<file path="src/sv/otb_pkg.sv">
package otb_pkg;

	localparam int MASK_W = 8;

	localparam logic [1:0] OP_TICK = 2'd0;
	localparam logic [1:0] OP_SET  = 2'd1;
	localparam logic [1:0] OP_POLL = 2'd2;

	typedef struct packed {
		logic [1:0] opcode;
		logic [2:0] timer_index;
		logic [7:0] target_seconds;
	} req_t;

	typedef struct packed {
		logic              expired;
		logic [MASK_W-1:0] pending_mask;
		logic [MASK_W-1:0] running_mask;
	} rsp_t;

endpackage

</file>
<file path="src/sv/otb_tick_unit.sv">
module otb_tick_unit import otb_pkg::*; #(
	parameter int COUNT_WIDTH = 8
) (
	input  logic [COUNT_WIDTH-1:0] cnt,
	input  logic [COUNT_WIDTH-1:0] tgt,
	input  logic                   run,
	output logic [COUNT_WIDTH-1:0] cnt_next,
	output logic                   fire
);

	logic [COUNT_WIDTH-1:0] cnt_inc;

	// count wraps, so a zero target fires after a full turn
	assign cnt_inc  = cnt + COUNT_WIDTH'(1);
	assign cnt_next = run ? cnt_inc : cnt;
	assign fire     = run && (cnt_inc == tgt);

endmodule

</file>
<file path="src/sv/eight_channel_oneshot_timer_bank.sv">
// Bank of NUM_TIMERS one-shot timers driven by a one-second tick request. A set loads a
// timer's target, clears its count and pending flag and starts it; a tick advances every
// running timer, and a timer that reaches its target raises its pending flag and stops;
// a poll returns and clears one pending flag. Each request yields one response carrying
// the pending and running masks of timers 0..7. A set or poll passes through the execute
// and finish states; a tick reaches the finish state once the timers have passed one
// per cycle through a single shared increment-and-compare unit. req_ready is low
// while a request is being worked on; a finished response waits in an output register
// and does not block the next request.
module eight_channel_oneshot_timer_bank import otb_pkg::*; #(
	parameter int NUM_TIMERS  = 8,
	parameter int COUNT_WIDTH = 8
) (
	input  logic clk,
	input  logic arst_n,
	input  logic req_valid,
	output logic req_ready,
	input  req_t req,
	output logic rsp_valid,
	input  logic rsp_ready,
	output rsp_t rsp
);

	localparam int IDX_W = (NUM_TIMERS > 1) ? $clog2(NUM_TIMERS) : 1;

	typedef enum logic [1:0] {S_IDLE, S_EXEC, S_TICK, S_FINISH} state_t;

	state_t                 state_q;
	req_t                   req_q;
	logic [IDX_W-1:0]       idx_q;
	logic [NUM_TIMERS-1:0]  run_q;
	logic [NUM_TIMERS-1:0]  pend_q;
	logic [COUNT_WIDTH-1:0] elapsed_q [NUM_TIMERS];
	logic [COUNT_WIDTH-1:0] target_q  [NUM_TIMERS];
	logic                   expired_q;
	logic                   rsp_valid_q;
	rsp_t                   rsp_q;

	logic [IDX_W-1:0]       set_idx;
	logic [IDX_W-1:0]       poll_idx;
	logic                   poll_ok;
	logic [COUNT_WIDTH-1:0] cnt_next;
	logic                   fire;

	// out-of-range set saturates to the last timer, out-of-range poll reads as clear
	always_comb begin
		poll_ok  = int'(req_q.timer_index) < NUM_TIMERS;
		poll_idx = IDX_W'(req_q.timer_index);
		if (int'(req_q.timer_index) >= NUM_TIMERS) begin
			set_idx = IDX_W'(NUM_TIMERS - 1);
		end else begin
			set_idx = IDX_W'(req_q.timer_index);
		end
	end

	otb_tick_unit #(
		.COUNT_WIDTH(COUNT_WIDTH)
	) u_tick (
		.cnt     (elapsed_q[idx_q]),
		.tgt     (target_q[idx_q]),
		.run     (run_q[idx_q]),
		.cnt_next(cnt_next),
		.fire    (fire)
	);

	always_ff @(posedge clk or negedge arst_n) begin
		if (!arst_n) begin
			state_q     <= S_IDLE;
			req_q       <= '0;
			idx_q       <= '0;
			run_q       <= '0;
			pend_q      <= '0;
			expired_q   <= 1'b0;
			rsp_valid_q <= 1'b0;
			rsp_q       <= '0;
			for (int i = 0; i < NUM_TIMERS; i++) begin
				elapsed_q[i] <= '0;
				target_q[i]  <= '0;
			end
		end else begin
			// the finish state reloads the output register itself
			if (rsp_valid_q && rsp_ready && (state_q != S_FINISH)) begin
				rsp_valid_q <= 1'b0;
			end
			unique case (state_q)
				S_IDLE: begin
					if (req_valid) begin
						req_q     <= req;
						idx_q     <= '0;
						expired_q <= 1'b0;
						state_q   <= (req.opcode == OP_TICK) ? S_TICK : S_EXEC;
					end
				end
				S_EXEC: begin
					unique case (req_q.opcode)
						OP_SET: begin
							elapsed_q[set_idx] <= '0;
							target_q[set_idx]  <= COUNT_WIDTH'(req_q.target_seconds);
							pend_q[set_idx]    <= 1'b0;
							run_q[set_idx]     <= 1'b1;
						end
						OP_POLL: begin
							if (poll_ok && pend_q[poll_idx]) begin
								pend_q[poll_idx] <= 1'b0;
								expired_q        <= 1'b1;
							end
						end
						default: ;
					endcase
					state_q <= S_FINISH;
				end
				S_TICK: begin
					elapsed_q[idx_q] <= cnt_next;
					if (fire) begin
						pend_q[idx_q] <= 1'b1;
						run_q[idx_q]  <= 1'b0;
					end
					if (idx_q == IDX_W'(NUM_TIMERS - 1)) begin
						state_q <= S_FINISH;
					end else begin
						idx_q <= idx_q + IDX_W'(1);
					end
				end
				S_FINISH: begin
					if (!rsp_valid_q || rsp_ready) begin
						rsp_valid_q        <= 1'b1;
						rsp_q.expired      <= expired_q;
						rsp_q.pending_mask <= MASK_W'(pend_q);
						rsp_q.running_mask <= MASK_W'(run_q);
						state_q            <= S_IDLE;
					end
				end
				default: state_q <= S_IDLE;
			endcase
		end
	end

	assign req_ready = (state_q == S_IDLE);
	assign rsp_valid = rsp_valid_q;
	assign rsp       = rsp_q;

endmodule

</file>
<file path="config.mk">
export PLATFORM = sky130hd
export DESIGN_NAME = eight_channel_oneshot_timer_bank
export DESIGN_NICKNAME = d
export VERILOG_FILES = /design/src/sv/otb_pkg.sv /design/src/sv/otb_tick_unit.sv /design/src/sv/eight_channel_oneshot_timer_bank.sv
export SDC_FILE = /design/constraint.sdc
export NUM_CORES = 1
export LEC_CHECK = 0
export BUFFER_PORTS_ARGS = -buffer_cell sky130_fd_sc_hd__clkbuf_2
export CAP_MARGIN = 20
export CORE_MARGIN = 2
export CORE_UTILIZATION = 35
export DETAILED_ROUTE_END_ITERATION = 10
export PLACE_DENSITY = 0.57
export SLEW_MARGIN = 20
export SYNTH_ARGS = -nofsm -noshare
export SYNTH_HDL_FRONTEND = slang
export SYNTH_SLANG_ARGS = --single-unit
</file>
<file path="constraint.sdc">
create_clock -name clk -period 3.4 [get_ports clk]
set_clock_uncertainty 0.2 [all_clocks]
set_input_delay 0.68 -clock clk [delete_from_list [all_inputs] [get_ports clk]]
set_output_delay 0.68 -clock clk [all_outputs]
set_load 0.01 [all_outputs]
</file>
==> out/metrics.cfg <==
[synthesis]
synth_seq_cells = 181
synthTopCellsByCount = 181 x dfrtp_1, 98 x mux2_2, 92 x nand2_1
yosysSeqAreaShare_pct = 51.4
synth-adder-area-share_pct = 1.13
async_reset_ff_share_pct = 100
ys.flop_type = dfrtp_1
synth_enable_flop_cells = 0
synthCells = 738
synth_cell_type_count = 65
synthXorXnorAreaFrac_pct = 1.80
muxShareOfSynthArea_pct = 21.1
syn_nets = 763
syn_area_um2 = 8820
synth_top_cell_by_area = dfrtp_1
synth-compound-area-share_pct = 11.8
post-synth-top-area-fraction_pct = 51.4
avgSynthCellArea_um2 = 12.0
yosysWarnings = 0
synth_most_common_cell = dfrtp_1
synthTopCellsByArea = dfrtp_1 51%, mux2_2 13%, mux4_2 4.9%
yosys.area_share.simple_pct = 10.4
synth_top_family_by_area = multiplexers

[sta]
final_hold_viol_count = 0
relSlewSlack_pct = 40.4
drv_slew = 0
fin_setup_tns_ns = 0
post-route-period-util_pct = 98.0
period_needed_ns = 3.33
whs_ns = 0.0122
fmax_mhz = 300
setup_viol = 0
tightest_slew_ns = 0.889
rsz0062_at_grt = no

[clocking]
clock_latency_ns = 0.44
cts-root-buf = clkbuf_16
cts_made_buffers = 17
cts_hold_repair.buffers = 0
cts_tree = built
cts.sinks = 181
htree_levels = 4
clk_pin_slew_worst_paths_ns = 0.08
clk_path_buf_depth = 2

[global_routing]
grt_usage_pct = 18.0
antenna_found_initial = 0
grt_pass1_vias = 6167
globalRouteOverflowTotal = 0
grt_pass1_wl_um = 36100
grt_max_degree = 64

[route]
highest_layer = met4
wl_per_cell_um = 19.4
firstDrtPassIters = 4
wl_met3_um = 1020
vias_per_cell = 5.28
via_count = 6176
routed_wl_um = 22700
ant_nets = 0
first_iter_violations = 417
wl_met2_um = 10500
post-route-drc-count = 0
wl_met1_um = 10800

[place]
post-dp-hpwl_um = 15700
dpl_cell_area_um2 = 9720
io_buffers = 35
gp_congestion = 0.870
dp.cells = 1127

[critical_path]
regToRegStartpoint = idx_q[2]
startpoint_type = flop
cp_max_fo = 14
worstPathArrival_ns = 3.46
crit_start = idx_q[2]
required_ns = 3.53
cp-end-kind = flop
crit_type = flop to flop
r2r_slack_ns = 0.07

[floorplanning]
io_pins = 36
initial_core_util_pct = 35.3
dieArea_um2 = 26500
row_count = 58
die_w_um = 163
coreArea_um2 = 25000
die-height_um = 163

[run_status]
status = finished clean

[hold_path]
holdCritPathClass = input pin to async pin

[power]
finalPower_mw = 8.69
power_density_nw_per_um2 = 828
peakVddDrop_v = 0.000365
p_leak_nw = 4.81

[flow_run]
cap_violations = 0

[cells_and_area]
instances_no_fill = 1169
stdcell_area_um2 = 10500
filler_cell_count = 2420
nets = 851
drive_gt1_share_pct = 32.5
syn_to_final_growth_pct = 19.0
antennaDiodeCount = 0

## flip-flops by register name (all words and copies together), names as in the netlist
register,cells
run_q,8
target_q,64
rsp_valid,1
expired_q,1
pend_q,8
state_q,2
rsp,17
elapsed_q,64
req_q,10
poll_idx,3
idx_q,3
## routing by layer
layer	GRT usage (%)	vias up
li1	-	2872
met5	0	-
met4	5.23	0
met3	2.90	22
met1	26.4	3154
met2	27.5	128
## critical path: stages (launching register included)
cell	delay, ns
dfrtp_2	0.50
buf_4	0.23
or3b_2	0.46
a21oi_2	0.19
a21oi_2	0.08
nor3_2	0.24
mux2_4	0.32
or4_4	0.52
a21oi_4	0.21
clkbuf_16	0.20
a21oi_1	0.06
## power by group
group	switching [mW]	internal (mW)	total, mW
Combinational	1.79	1.62	3.40
Sequential	0.504	2.74	3.25
Clock	0.975	1.06	2.03
## stage by stage
step | utilization, % | setup WS (ns)
6_report | 42.0 | 0.0672
2_1_floorplan | - | 0.00933
5_1_grt | 42.0 | 0.00286
4_1_cts | 41.5 | 0.0582
3_5_place_dp | 38.9 | -0.0335
3_3_place_gp | 38.9 | 0.0147
## final timing paths
path | end | cells after the start
worst max-delay path | run_q[0] | 10
worst min-delay path | state_q[0] | 1
worst max register to register | run_q[0] | 10
worst min register to register | elapsed_q[51] | 2
max in group asynchronous | target_q[10] | 2
min in group clk | req_q[3] | 2
## kinds of logic (layout without fill, tap and decap cells)
kind of cell | after synthesis | after routing
flops | 181 | 181
buf+inv | 42 | 143
simple gates | 193 | 193
xor+xnor | 15 | 15
compound gates | 156 | 156
fa+ha+maj | 8 | 8
mux | 143 | 143
## timing repair
item                                   in CTS  in global routing
resized for setup                           0                 20
endpoints found under the hold margin       0                  0
pin swaps                                   0                 10
cloned                                      0                  1
setup endpoints to repair                   8                 18
setup buffers                               3                  6
## area by class of cell
| cell class | instances | area [um2] | share of cell area, % |
|---|---|---|---|
| repair buffers | 100 | 772 | 7.36 |
| clock buffers | 17 | 425 | 4.05 |
| multi-input cells | 515 | 4130 | 39.3 |
| well taps | 330 | 413 | 3.93 |
| inverters | 11 | 41.3 | 0.393 |
| flip-flops and latches | 181 | 4530 | 43.2 |
| clock inverters | 15 | 184 | 1.75 |
## placed cells by master (no fill, tap or decap), types with 4 or more instances in the layout
cell	n
nor3_1	10
inv_8	4
nor2_1	32
inv_1	10
nand3_1	8
buf_6	7
and2_1	7
xnor2_1	11
o21ai_0	59
nand3b_1	4
nand2b_1	9
buf_4	53
a22o_1	30
o31a_1	6
dfrtp_1	179
ha_1	7
a21oi_1	22
a21o_1	8
nand2_1	92
buf_12	5
nor2b_1	7
clkbuf_2	34
mux2i_1	19
mux2_2	97
clkbuf_16	18
mux4_2	21
No activity file was read; power rests on OpenSTA's default activity.
